--- src/sv/sm83_alu_flag_unit_macros.svh ---
// Assertion macros shared by the ALU flag unit RTL.
`ifndef SM83_ALU_FLAG_UNIT_MACROS_SVH
`define SM83_ALU_FLAG_UNIT_MACROS_SVH

// Same-cycle implication, sampled on clk, off while arst_n is low.
`define SM83_ASSERT_NOW(label, ante, cons, msg) \
	label: assert property (@(posedge clk) disable iff (!arst_n) (ante) |-> (cons)) \
		else $error(msg);

// Next-cycle implication, sampled on clk, off while arst_n is low.
`define SM83_ASSERT_NEXT(label, ante, cons, msg) \
	label: assert property (@(posedge clk) disable iff (!arst_n) (ante) |=> (cons)) \
		else $error(msg);

`endif

--- src/sv/sm83_alu_pkg.sv ---
// Shared types, operation codes and constants of the SM83 ALU flag unit.
`default_nettype none
package sm83_alu_pkg;

	localparam int KIND_W = 5;
	localparam int WORD_W = 16;
	localparam int BYTE_W = 8;
	localparam int BSEL_W = 3;

	// Operation codes; codes above K_LD_A are no-ops
	typedef enum logic [KIND_W-1:0] {
		K_ADD   = 5'd0,
		K_ADC   = 5'd1,
		K_SUB   = 5'd2,
		K_SBC   = 5'd3,
		K_CP    = 5'd4,
		K_AND   = 5'd5,
		K_OR    = 5'd6,
		K_XOR   = 5'd7,
		K_INC8  = 5'd8,
		K_DEC8  = 5'd9,
		K_ADD16 = 5'd10,
		K_INC16 = 5'd11,
		K_DEC16 = 5'd12,
		K_DAA   = 5'd13,
		K_CPL   = 5'd14,
		K_SCF   = 5'd15,
		K_CCF   = 5'd16,
		K_RLC   = 5'd17,
		K_RRC   = 5'd18,
		K_RL    = 5'd19,
		K_RR    = 5'd20,
		K_SLA   = 5'd21,
		K_SRA   = 5'd22,
		K_SRL   = 5'd23,
		K_SWAP  = 5'd24,
		K_BIT   = 5'd25,
		K_RES   = 5'd26,
		K_SET   = 5'd27,
		K_LD_A  = 5'd28
	} kind_t;

	// Decimal adjust constants
	localparam logic [BYTE_W-1:0] DAA_LO_ADJ = 8'h06;
	localparam logic [BYTE_W-1:0] DAA_HI_ADJ = 8'h60;
	localparam logic [BYTE_W-1:0] BCD_MAX    = 8'h99;
	localparam logic [3:0]        DIGIT_MAX  = 4'h9;
	localparam logic [BYTE_W-1:0] BYTE_ONES  = 8'hFF;

	typedef struct packed {
		logic z;
		logic n;
		logic h;
		logic c;
	} flags_t;

	typedef struct packed {
		logic [KIND_W-1:0] kind;
		logic [WORD_W-1:0] operand;
		logic [WORD_W-1:0] second_operand;
		logic [BSEL_W-1:0] bit_index;
	} cmd_t;

	typedef struct packed {
		logic [WORD_W-1:0] result;
		logic [BYTE_W-1:0] accumulator;
		logic              writes_back;
		flags_t            flags;
	} rsp_t;

endpackage
`default_nettype wire

--- src/sv/sm83_alu_if.sv ---
// Handshake interfaces for the ALU command and result channels.
`default_nettype none
interface sm83_alu_cmd_if;
	import sm83_alu_pkg::*;

	logic              valid;
	logic              ready;
	logic [KIND_W-1:0] kind;
	logic [WORD_W-1:0] operand;
	logic [WORD_W-1:0] second_operand;
	logic [BSEL_W-1:0] bit_index;

	modport source (output valid, kind, operand, second_operand, bit_index, input ready);
	modport sink (input valid, kind, operand, second_operand, bit_index, output ready);
endinterface

interface sm83_alu_rsp_if;
	import sm83_alu_pkg::*;

	logic              valid;
	logic              ready;
	logic [WORD_W-1:0] result;
	logic [BYTE_W-1:0] accumulator;
	logic              writes_back;
	logic              zero_flag;
	logic              subtract_flag;
	logic              half_carry_flag;
	logic              carry_flag;

	modport source (output valid, result, accumulator, writes_back, zero_flag,
		subtract_flag, half_carry_flag, carry_flag, input ready);
	modport sink (input valid, result, accumulator, writes_back, zero_flag,
		subtract_flag, half_carry_flag, carry_flag, output ready);
endinterface
`default_nettype wire

--- src/sv/sm83_alu_core.sv ---
// Combinational SM83 datapath: one operation on A, operand and flags.
`default_nettype none
module sm83_alu_core (
	input  sm83_alu_pkg::cmd_t   cmd_item,
	input  logic [7:0]           acc,
	input  sm83_alu_pkg::flags_t flags,
	output sm83_alu_pkg::rsp_t   rsp_item
);
	import sm83_alu_pkg::*;

	logic [BYTE_W-1:0] v;
	logic [WORD_W-1:0] word;
	logic [WORD_W-1:0] dest;
	logic              cin;

	logic [BYTE_W:0]   sum9;
	logic [4:0]        hsum;
	logic [BYTE_W:0]   dif9;
	logic [4:0]        hdif;
	logic [WORD_W:0]   sum17;
	logic [12:0]       hsum16;
	logic [BYTE_W-1:0] bit_mask;

	logic              daa_hi;
	logic              daa_lo;
	logic [BYTE_W-1:0] daa_a1;
	logic [BYTE_W-1:0] daa_res;

	logic [BYTE_W-1:0] sh_res;
	logic              sh_c;

	logic [BYTE_W-1:0] a_nx;
	flags_t            f_nx;
	logic [WORD_W-1:0] res;
	logic              wb;

	assign v    = cmd_item.operand[BYTE_W-1:0];
	assign word = cmd_item.operand;
	assign dest = cmd_item.second_operand;

	// carry in only for ADC and SBC
	assign cin = flags.c & ((cmd_item.kind == K_ADC) || (cmd_item.kind == K_SBC));

	// 8-bit add and subtract with nibble carries
	assign sum9 = {1'b0, acc} + {1'b0, v} + {{BYTE_W{1'b0}}, cin};
	assign hsum = {1'b0, acc[3:0]} + {1'b0, v[3:0]} + {4'd0, cin};
	assign dif9 = {1'b0, acc} - {1'b0, v} - {{BYTE_W{1'b0}}, cin};
	assign hdif = {1'b0, acc[3:0]} - {1'b0, v[3:0]} - {4'd0, cin};

	// 16-bit add, carries out of bits 11 and 15
	assign sum17  = {1'b0, dest} + {1'b0, word};
	assign hsum16 = {1'b0, dest[11:0]} + {1'b0, word[11:0]};

	assign bit_mask = BYTE_W'(1) << cmd_item.bit_index;

	// Decimal adjust: high correction first, low digit checked on its output
	always_comb begin
		if (!flags.n) begin
			daa_hi  = flags.c || (acc > BCD_MAX);
			daa_a1  = daa_hi ? acc + DAA_HI_ADJ : acc;
			daa_lo  = flags.h || (daa_a1[3:0] > DIGIT_MAX);
			daa_res = daa_lo ? daa_a1 + DAA_LO_ADJ : daa_a1;
		end else begin
			daa_hi  = flags.c;
			daa_a1  = daa_hi ? acc - DAA_HI_ADJ : acc;
			daa_lo  = flags.h;
			daa_res = daa_lo ? daa_a1 - DAA_LO_ADJ : daa_a1;
		end
	end

	// Rotate, shift and swap unit on the operand byte
	always_comb begin
		sh_res = v;
		sh_c   = 1'b0;
		case (cmd_item.kind)
			K_RLC: begin
				sh_res = {v[6:0], v[7]};
				sh_c   = v[7];
			end
			K_RRC: begin
				sh_res = {v[0], v[7:1]};
				sh_c   = v[0];
			end
			K_RL: begin
				sh_res = {v[6:0], flags.c};
				sh_c   = v[7];
			end
			K_RR: begin
				sh_res = {flags.c, v[7:1]};
				sh_c   = v[0];
			end
			K_SLA: begin
				sh_res = {v[6:0], 1'b0};
				sh_c   = v[7];
			end
			K_SRA: begin
				sh_res = {v[7], v[7:1]};
				sh_c   = v[0];
			end
			K_SRL: begin
				sh_res = {1'b0, v[7:1]};
				sh_c   = v[0];
			end
			K_SWAP: begin
				sh_res = {v[3:0], v[7:4]};
				sh_c   = 1'b0;
			end
			default: begin
				sh_res = v;
				sh_c   = 1'b0;
			end
		endcase
	end

	// Operation decode: new A, flags, result and write-back mark
	always_comb begin
		a_nx = acc;
		f_nx = flags;
		res  = '0;
		wb   = 1'b0;
		unique case (cmd_item.kind)
			K_ADD, K_ADC: begin
				a_nx = sum9[BYTE_W-1:0];
				f_nx = '{z: (sum9[BYTE_W-1:0] == '0), n: 1'b0, h: hsum[4], c: sum9[BYTE_W]};
				res  = {8'd0, sum9[BYTE_W-1:0]};
			end
			K_SUB, K_SBC, K_CP: begin
				if (cmd_item.kind != K_CP) begin
					a_nx = dif9[BYTE_W-1:0];
				end
				f_nx = '{z: (dif9[BYTE_W-1:0] == '0), n: 1'b1, h: hdif[4], c: dif9[BYTE_W]};
				res  = {8'd0, dif9[BYTE_W-1:0]};
			end
			K_AND: begin
				a_nx = acc & v;
				f_nx = '{z: ((acc & v) == '0), n: 1'b0, h: 1'b1, c: 1'b0};
				res  = {8'd0, acc & v};
			end
			K_OR: begin
				a_nx = acc | v;
				f_nx = '{z: ((acc | v) == '0), n: 1'b0, h: 1'b0, c: 1'b0};
				res  = {8'd0, acc | v};
			end
			K_XOR: begin
				a_nx = acc ^ v;
				f_nx = '{z: ((acc ^ v) == '0), n: 1'b0, h: 1'b0, c: 1'b0};
				res  = {8'd0, acc ^ v};
			end
			K_INC8: begin
				res  = {8'd0, v + 8'd1};
				f_nx = '{z: (v == BYTE_ONES), n: 1'b0, h: (v[3:0] == 4'hF), c: flags.c};
				wb   = 1'b1;
			end
			K_DEC8: begin
				res  = {8'd0, v - 8'd1};
				f_nx = '{z: (v == 8'd1), n: 1'b1, h: (v[3:0] == 4'h0), c: flags.c};
				wb   = 1'b1;
			end
			K_ADD16: begin
				res  = sum17[WORD_W-1:0];
				f_nx = '{z: flags.z, n: 1'b0, h: hsum16[12], c: sum17[WORD_W]};
				wb   = 1'b1;
			end
			K_INC16: begin
				res = word + 16'd1;
				wb  = 1'b1;
			end
			K_DEC16: begin
				res = word - 16'd1;
				wb  = 1'b1;
			end
			K_DAA: begin
				a_nx = daa_res;
				f_nx = '{z: (daa_res == '0), n: flags.n, h: 1'b0, c: flags.c | daa_hi};
				res  = {8'd0, daa_res};
			end
			K_CPL: begin
				a_nx = acc ^ BYTE_ONES;
				f_nx = '{z: flags.z, n: 1'b1, h: 1'b1, c: flags.c};
				res  = {8'd0, acc ^ BYTE_ONES};
			end
			K_SCF: begin
				f_nx = '{z: flags.z, n: 1'b0, h: 1'b0, c: 1'b1};
			end
			K_CCF: begin
				f_nx = '{z: flags.z, n: 1'b0, h: 1'b0, c: !flags.c};
			end
			K_RLC, K_RRC, K_RL, K_RR, K_SLA, K_SRA, K_SRL, K_SWAP: begin
				res  = {8'd0, sh_res};
				f_nx = '{z: (sh_res == '0), n: 1'b0, h: 1'b0, c: sh_c};
				wb   = 1'b1;
			end
			K_BIT: begin
				f_nx = '{z: ((v & bit_mask) == '0), n: 1'b0, h: 1'b1, c: flags.c};
			end
			K_RES: begin
				res = {8'd0, v & ~bit_mask};
				wb  = 1'b1;
			end
			K_SET: begin
				res = {8'd0, v | bit_mask};
				wb  = 1'b1;
			end
			K_LD_A: begin
				a_nx = v;
				res  = {8'd0, v};
			end
			default: begin
				// unused codes leave everything as it was
				a_nx = acc;
				f_nx = flags;
				res  = '0;
				wb   = 1'b0;
			end
		endcase
	end

	assign rsp_item = '{result: res, accumulator: a_nx, writes_back: wb, flags: f_nx};

endmodule
`default_nettype wire

--- src/sv/sm83_alu_flag_unit.sv ---
// Path: an accepted item passes the input register, then the result register, where its result is valid.
// Throughput: one item per cycle while rsp.ready is high; A and flags update as an item moves into the result register,
// so the next item reads them through the single combinational ALU pass.
// Reset (arst_n low, asynchronous): A and all flags clear, both stages empty.
// Backpressure on the result side holds both stages; cmd.ready falls only when both are full.
`default_nettype none
module sm83_alu_flag_unit (
	input  logic         clk,
	input  logic         arst_n,
	sm83_alu_cmd_if.sink   cmd,
	sm83_alu_rsp_if.source rsp
);
	import sm83_alu_pkg::*;
	`include "sm83_alu_flag_unit_macros.svh"

	logic              valid_s1;
	cmd_t              cmd_s1;
	logic              valid_s2;
	rsp_t              rsp_s2;
	logic [BYTE_W-1:0] acc_q;
	flags_t            flags_q;
	rsp_t              alu_out;
	logic              adv_s1;
	logic              load_s2;

	// Stage handshakes
	assign adv_s1    = !valid_s2 || rsp.ready;
	assign load_s2   = valid_s1 && adv_s1;
	assign cmd.ready = !valid_s1 || adv_s1;

	// Input register valid
	always_ff @(posedge clk or negedge arst_n) begin
		if (!arst_n) begin
			valid_s1 <= 1'b0;
		end else if (cmd.ready) begin
			valid_s1 <= cmd.valid;
		end
	end

	// Input register payload
	always_ff @(posedge clk) begin
		if (cmd.valid && cmd.ready) begin
			cmd_s1 <= '{kind: cmd.kind, operand: cmd.operand,
				second_operand: cmd.second_operand, bit_index: cmd.bit_index};
		end
	end

	sm83_alu_core u_core (
		.cmd_item (cmd_s1),
		.acc      (acc_q),
		.flags    (flags_q),
		.rsp_item (alu_out)
	);

	// Result register valid and architectural A and flags
	always_ff @(posedge clk or negedge arst_n) begin
		if (!arst_n) begin
			valid_s2 <= 1'b0;
			acc_q    <= '0;
			flags_q  <= '0;
		end else begin
			if (adv_s1) begin
				valid_s2 <= valid_s1;
			end
			if (load_s2) begin
				acc_q   <= alu_out.accumulator;
				flags_q <= alu_out.flags;
			end
		end
	end

	// Result register payload
	always_ff @(posedge clk) begin
		if (load_s2) begin
			rsp_s2 <= alu_out;
		end
	end

	assign rsp.valid           = valid_s2;
	assign rsp.result          = rsp_s2.result;
	assign rsp.accumulator     = rsp_s2.accumulator;
	assign rsp.writes_back     = rsp_s2.writes_back;
	assign rsp.zero_flag       = rsp_s2.flags.z;
	assign rsp.subtract_flag   = rsp_s2.flags.n;
	assign rsp.half_carry_flag = rsp_s2.flags.h;
	assign rsp.carry_flag      = rsp_s2.flags.c;

	// Checks
	`SM83_ASSERT_NEXT(a_acc_tracks_result, load_s2, acc_q == rsp_s2.accumulator,
		"A register differs from the item just registered")
	`SM83_ASSERT_NEXT(a_flags_track_result, load_s2, flags_q == rsp_s2.flags,
		"flag register differs from the item just registered")
	`SM83_ASSERT_NEXT(a_state_held_on_stall, valid_s1 && !adv_s1,
		$stable(acc_q) && $stable(flags_q), "A or flags moved while the item was stalled")
	`SM83_ASSERT_NOW(a_ready_only_when_full, !cmd.ready, valid_s1 && valid_s2 && !rsp.ready,
		"input stalled while a stage was free")

endmodule
`default_nettype wire
--- src/flat_wrapper.sv ---
// flat-port wrapper written by rule: the top's interface ports become plain ports
module sm83_alu_flag_unit_flat import sm83_alu_pkg::*;
  (clk, arst_n, cmd_valid, cmd_kind, cmd_operand, cmd_second_operand, cmd_bit_index, cmd_ready, rsp_valid, rsp_result, rsp_accumulator, rsp_writes_back, rsp_zero_flag, rsp_subtract_flag, rsp_half_carry_flag, rsp_carry_flag, rsp_ready);
  sm83_alu_cmd_if cmd_i ();
  sm83_alu_rsp_if rsp_i ();
  input  logic clk;
  input  logic arst_n;
  input wire logic [$bits(cmd_i.valid)-1:0] cmd_valid;
  input wire logic [$bits(cmd_i.kind)-1:0] cmd_kind;
  input wire logic [$bits(cmd_i.operand)-1:0] cmd_operand;
  input wire logic [$bits(cmd_i.second_operand)-1:0] cmd_second_operand;
  input wire logic [$bits(cmd_i.bit_index)-1:0] cmd_bit_index;
  output wire logic [$bits(cmd_i.ready)-1:0] cmd_ready;
  output wire logic [$bits(rsp_i.valid)-1:0] rsp_valid;
  output wire logic [$bits(rsp_i.result)-1:0] rsp_result;
  output wire logic [$bits(rsp_i.accumulator)-1:0] rsp_accumulator;
  output wire logic [$bits(rsp_i.writes_back)-1:0] rsp_writes_back;
  output wire logic [$bits(rsp_i.zero_flag)-1:0] rsp_zero_flag;
  output wire logic [$bits(rsp_i.subtract_flag)-1:0] rsp_subtract_flag;
  output wire logic [$bits(rsp_i.half_carry_flag)-1:0] rsp_half_carry_flag;
  output wire logic [$bits(rsp_i.carry_flag)-1:0] rsp_carry_flag;
  input wire logic [$bits(rsp_i.ready)-1:0] rsp_ready;
  assign cmd_i.valid = cmd_valid;
  assign cmd_i.kind = cmd_kind;
  assign cmd_i.operand = cmd_operand;
  assign cmd_i.second_operand = cmd_second_operand;
  assign cmd_i.bit_index = cmd_bit_index;
  assign cmd_ready = cmd_i.ready;
  assign rsp_valid = rsp_i.valid;
  assign rsp_result = rsp_i.result;
  assign rsp_accumulator = rsp_i.accumulator;
  assign rsp_writes_back = rsp_i.writes_back;
  assign rsp_zero_flag = rsp_i.zero_flag;
  assign rsp_subtract_flag = rsp_i.subtract_flag;
  assign rsp_half_carry_flag = rsp_i.half_carry_flag;
  assign rsp_carry_flag = rsp_i.carry_flag;
  assign rsp_i.ready = rsp_ready;
  sm83_alu_flag_unit u_core (.clk(clk), .arst_n(arst_n), .cmd(cmd_i), .rsp(rsp_i));
endmodule
--- config.mk ---
export PLATFORM = sky130hd
export DESIGN_NAME = sm83_alu_flag_unit_flat
export DESIGN_NICKNAME = d
export VERILOG_FILES = /design/src/sv/sm83_alu_pkg.sv /design/src/sv/sm83_alu_if.sv /design/src/sv/sm83_alu_core.sv /design/src/sv/sm83_alu_flag_unit.sv /design/src/flat_wrapper.sv
export VERILOG_INCLUDE_DIRS = /design/src /design/src/sv
export SDC_FILE = /design/constraint.sdc
export NUM_CORES = 1
export LEC_CHECK = 0
export ABC_AREA = 1
export ABC_CLOCK_PERIOD_IN_PS = 8400
export BUFFER_PORTS_ARGS = -buffer_cell sky130_fd_sc_hd__buf_2
export CAP_MARGIN = 20
export CORE_ASPECT_RATIO = 2
export CORE_MARGIN = 2
export CORE_UTILIZATION = 60
export DETAILED_ROUTE_END_ITERATION = 10
export GPL_TIMING_DRIVEN = 0
export HOLD_SLACK_MARGIN = 0.15
export PLACE_DENSITY = 0.81
export SLEW_MARGIN = 20
export SYNTH_ARGS = -nofsm -noshare
export SYNTH_HDL_FRONTEND = slang
export SYNTH_SLANG_ARGS = --single-unit
--- constraint.sdc ---
create_clock -name clk -period 8.4 [get_ports clk]
set_input_delay 1.68 -clock clk [delete_from_list [all_inputs] [get_ports clk]]
set_output_delay 1.68 -clock clk [all_outputs]
set_load 0.05 [all_outputs]
---- Yosys cells after proc, flatten, opt, wreduce, memory -nomap -nowiden ----
Index checks and enable logic that the tools add are counted.
storage, ports and cells
  bits in registers ....................... 83
  input port bits ......................... 44
  bits in writable memories ............... 0
  memories kept ........................... 0
  memory bits (read-only) ................. 0
  latch bits .............................. 0
operators by class
  div/mod/pow operators ................... 0
  bitwise logic cells ..................... 10
  magnitude comparators ................... 2
  reductions and logical operators ........ 26
  shift-type cells ........................ 1
  mux-type cells .......................... 13
  add/sub/neg operators ................... 18
  eq/ne operators ......................... 32
  multipliers ............................. 0
operators with widths
  kind                   number
  $pmux 16 s16           1
  $pmux 8 s8             2
  $eq 5x5->1 const B     13
  $logic_not 8->1        8
  $pmux 4 s14            1
  $mux 8                 6
  $eq 5x4->1 const B     8
  $and 8x8->8            3
  $eq 5x3->1 const B     4
  $add 16x16->17         1
  $add 16x1->16 const B  1
  $not 8->8              2
  $or 8x8->8             2
  $sub 16x1->16 const B  1
  $reduce_or 15->1       1
  $add 12x12->13         1
  $eq 5x2->1 const B     2
  $add 8x8->9            1
  $add 9x1->9            1
  $sub 8x8->9            1
  $sub 9x1->9            1
  $add 8x1->8 const B    1
  $add 8x3->8 const B    1
  $add 8x7->8 const B    1
  other kinds (29)       38

---- Depth between registers and ports, before layout ----
  depth in word-level cells ............... 9
  depth in mapped cells ................... 19
  gate-level depth less buffers ........... 18

---- Cells and area by module ----
Synthesis repeated with hierarchy kept, for this count alone.
second synthesis, totals
  cells, all modules ...................... 1,077
  area, all modules ....................... 7,691.1 um^2
by module, submodules not included
  module              area each (um^2)  seq. area each (um^2)  times used  cells an instance
  sm83_alu_core       5,052.3           0.0                    1           946
  sm83_alu_flag_unit  2,638.8           2,422.3                1           131

---- Worst setup path before layout ----
OpenSTA, ideal clock, no wires.
  path type ............................... input to output
  start ................................... input port rsp_ready
  end ..................................... output port cmd_ready
  slack ................................... 4.580 ns
  stages .................................. 2
  data arrival time ....................... 2.140 ns
  required time ........................... 6.720 ns
  cells stage by stage .................... inv_1 -> nand3_1
on the way
  cells in the longest elaborated chain, start to end .. 2
ends and longest elaborated chain
  element           RTL line                  RTL
  start, declared   flat_wrapper.sv:22        input wire logic [$bits(rsp_i.ready)-1:0] rsp_ready;
  $logic_or 1x1->1  sm83_alu_flag_unit.sv:27  assign adv_s1 = !valid_s2 || rsp.ready;
  $logic_or 1x1->1  sm83_alu_flag_unit.sv:29  assign cmd.ready = !valid_s1 || adv_s1;
  end, declared     flat_wrapper.sv:13        output wire logic [$bits(cmd_i.ready)-1:0] cmd_ready;
Every way passes these cells.

==> results by stage <==
Route:
- Dividing the detail-routed via count by the number of cells gives 6.24.
- The number of remaining DRC errors is 0.
- The final layout contains routed wiring with a total length of 28.6 mm.
- The average wire per cell in the routed design is 21.6 um.
- The initial detailed-routing violation count is 603.
- The antenna violation net count after detailed routing is 0.
- The pre-antenna-repair detailed-routing pass consisted of 6 iterations.
- For this block, the via count after detailed routing is 8270.

Cells and area:
- At the end of the flow, the number of nets in the layout was approximately 1300.
- 0 antenna diodes ended up in the layout.
- Excluding fillers, the count of instances in the completed layout stands at 1326.
- The proportion of layout cells with a drive suffix above 1 is 12.8%.
- From synthesis to final layout, the design area changed by 11.8%.
- The layout filler cell count is 1150.

CTS:
- The setup fix buffers added after clock tree synthesis is 0.
- Clock tree synthesis inserted a total of 9 buffers.
- Post-CTS repair changed the size of 0 cells.
- At the later pin of the worst-skew pair, clock insertion delay measures 0.35 ns.
- No sink is reached through more buffers than the 2 on the longest clock path.
- In this run the clock root is driven by a clkbuf_16.
- Buffers inserted to repair hold after CTS numbered 0.
- TritonCTS built the clock tree.
- The H-tree depth is 3.
- Clock-pin slew was measured on the worst setup and hold paths at 0.07 ns.
- The clock net sink count is 83.

Floorplan:
- The core region area is 12600 sq um.
- The starting density of the core is 61.6%.
- The die covers between 10000 and 15000 sq um.
- The height of the chip is 165 um.
- 75 I/O pins were placed.
- After floorplanning, the core was divided into between 50 and 60 placement rows.
- The die is 84.5 um wide.

Timing:
- Counting I/O delays and the setup requirement, the final critical path takes 4.36 ns.
- The final count of hold timing violations is 0.
- The final critical path takes up 52.0% of the cycle.
- The peak clock frequency supported by timing is about 230 MHz.
- At the pin with the least slew margin, the transition time is 0.874 ns.
- The final-report max-slew violation count is 0.
- Setup repair after global routing left no endpoint under its margin.
- The relative slew slack is 41.7%.
- Clock skew on the completed layout was measured at 0.0101 ns.
- Setup slack closes at 4.04 ns.
- Setup violations remaining at the end of the flow were counted as 0.
- The final setup TNS is 0 ns.

Hold path:
- Along the worst hold path, the cell count comes to 2.
- The path class of the lowest-slack min-delay path is flip-flop to flip-flop.

Yosys:
- In the synthesized netlist, the cells that appear most often are 266 x nand2_1, 125 x inv_1, 106 x nor2_1, 92 x nand3_1, 69 x edfxtp_1.
- In this run the cell area of the synthesized design comes to 7780 sq um.
- The synthesized design contains 69 enable-type register cells.
- A synthesized cell averages 7.17 sq um.
- The cell with the most instances after synthesis is nand2_1.
- The post-synthesis instance total is 1085.
- Summed over all instances, the cell type with the most area after synthesis is edfxtp_1.
- By area the synthesized netlist is led by edfxtp_1 27%, nand2_1 13%, ha_1 11%.
- The number of nets in the synthesized netlist is 1203.
- Counting distinct cell types in the post-synthesis netlist gives 56.
- The fraction of the yosys area taken by sequential cells is between 30% and 40%.
- The share of flip-flops with an asynchronous set or reset after synthesis is 16.9%.
- During synthesis, Yosys emitted a total of 0 warnings.
- The share of synthesized area in the top cell type comes to roughly a quarter.
- In this run, synthesis produced a sequential element count of 83.
- The leading register cell type out of synthesis is edfxtp_1.

Setup path:
- In this run the worst path has a maximum fanout of 9.
- The startpoint type of the worst setup path is a flip-flop.
- The critical path in this run is classified as flip-flop to flip-flop.
- The required time of the worst setup path is 8.43 ns.
- The path depth of the worst reg2reg path is 15.
- The element type at the critical path end is a flip-flop.
- Data on the critical path arrives at its endpoint at between 4 and 5 ns.

Global routing:
- The overall global routing resource usage is 40.9%.
- The pin count of the biggest net entering global routing is between 40 and 50.
- The overflow left after global routing is 0.
- For met3 alone, demand over resource in global routing was 8.50%.
- For this run, global-route usage on met2 was measured as around three quarters.
- The busiest layer in global routing is met2.
- For this run, global-route usage on met1 was measured as 36.4%.
- The number of global-route vias before repair is 8265.
- The initial antenna violation count came to 0.
- The first global-routing pass estimated 42.8 mm of wire.

Power:
- The cell leakage power is 0.00423 uW.
- The highest ir drop seen on vdd is roughly 220 uV.
- Power spread over the standard cell area amounts to 269 nW/um^2.

Place:
- The placement-stage worst setup slack is 4.24 ns.
- The count of buffers from port buffering is 74.
- The detailed placer's ending HPWL is 22.7 mm.
- The placed cell count is 1310.
- At the end of routability-driven placement, the weighted congestion stood at 1.07.

Flow run:
- Max-cap violations in this run came to 0.

Status:
- The flow ran to the end, and the final reports show no timing, DRC or antenna violations.
worst paths after layout:
| check | startpoint | to | slack (ns) |
|---|---|---|---|
| max in group asynchronous | arst_n | u_core.flags_q[2] | 6.85 |
| worst max register to register | u_core.flags_q[0] | u_core.rsp.result[4] | 4.04 |
| worst max-delay path | u_core.flags_q[0] | u_core.rsp.result[4] | 4.04 |
| min in group asynchronous | arst_n | u_core.acc_q[1] | 1.25 |
| worst min-delay path | u_core.rsp.valid | u_core.rsp.valid | 0.53 |
| worst min register to register | u_core.rsp.valid | u_core.rsp.valid | 0.53 |
per-layer routing:
layer / vias to the layer above / wire, um
met2: 444 / 14600
met3: 194 / 1860
met4: 0 / 3220
li1: 3870 / -
met5: - / 0
met1: 3762 / 8900
through the flow:
step	util [%]	instance area (sq um)	power [uW]	hold slack, ns
after floorplan	-	7780	1480	0.465
after global placement	66.0	8340	1820	0.505
after detailed placement	66.2	8360	1850	0.525
after CTS	68.9	8700	2300	0.541
after global routing	68.9	8700	2460	0.560
final	68.9	8700	2340	0.535
logic make-up after synthesis:
logic type	Yosys count	share of synthesized area, %
AND/OR/NAND/NOR	566	32.4
AO/OA/AOI/OAI	182	13.9
buffers and inverters	162	8.07
flip-flops	83	31.1
adder cells (fa/ha/maj)	74	12.5
XOR/XNOR	18	2.03
cells in the final DEF (no fill, tap or decap), types with 16 or more instances in the layout:
cell / n
a21oi_1: 59
nand2_1: 266
inv_1: 124
edfxtp_1: 69
ha_1: 68
nor3_1: 29
nand4_1: 29
nor2_1: 106
nand3_1: 92
inv_2: 16
o21ai_0: 50
buf_2: 80
o22ai_1: 16
cell type report:
cell class	count	area [sq um]	area share, %
clock buffer	9	225	2.59
inverter	145	544	6.26
clock inverter	7	110	1.27
buffer	17	85.1	0.978
timing repair buffer	75	390	4.49
sequential	83	2420	27.9
multi-input combinational	840	4730	54.4
tap	150	188	2.16
sequential cells by signal, indices dropped and copies added, names as in the netlist:
name,count
u_core.rsp.carry_flag,1
u_core.rsp.zero_flag,1
u_core.rsp.accumulator,8
u_core.rsp.writes_back,1
u_core.valid_s1,1
u_core.flags_q,4
u_core.rsp.subtract_flag,1
u_core.rsp.result,16
u_core.cmd_s1,40
u_core.rsp.half_carry_flag,1
u_core.rsp.valid,1
u_core.acc_q,8
worst max-delay path, cell delays in order (launching register included):
cell and delay, ns:
dfrtp_1 0.32, buf_2 0.33, inv_1 0.33, nor3_1 0.39, inv_1 0.09, fa_1 0.48
fa_1 0.49, or2_2 0.35, nand2_1 0.07, nand2_1 0.11, inv_1 0.13, nand2_1 0.06
nand2_1 0.10, nor2_1 0.05, nor4b_1 0.47, nand3_1 0.28
where the power goes:
group          total (uW)  switching (uW)  internal (uW)
Combinational        1270             904            364
Clock                 458             192            266
Sequential            615            74.7            540
Total                2340            1170           1170
No activity file was read; power rests on OpenSTA's default activity.
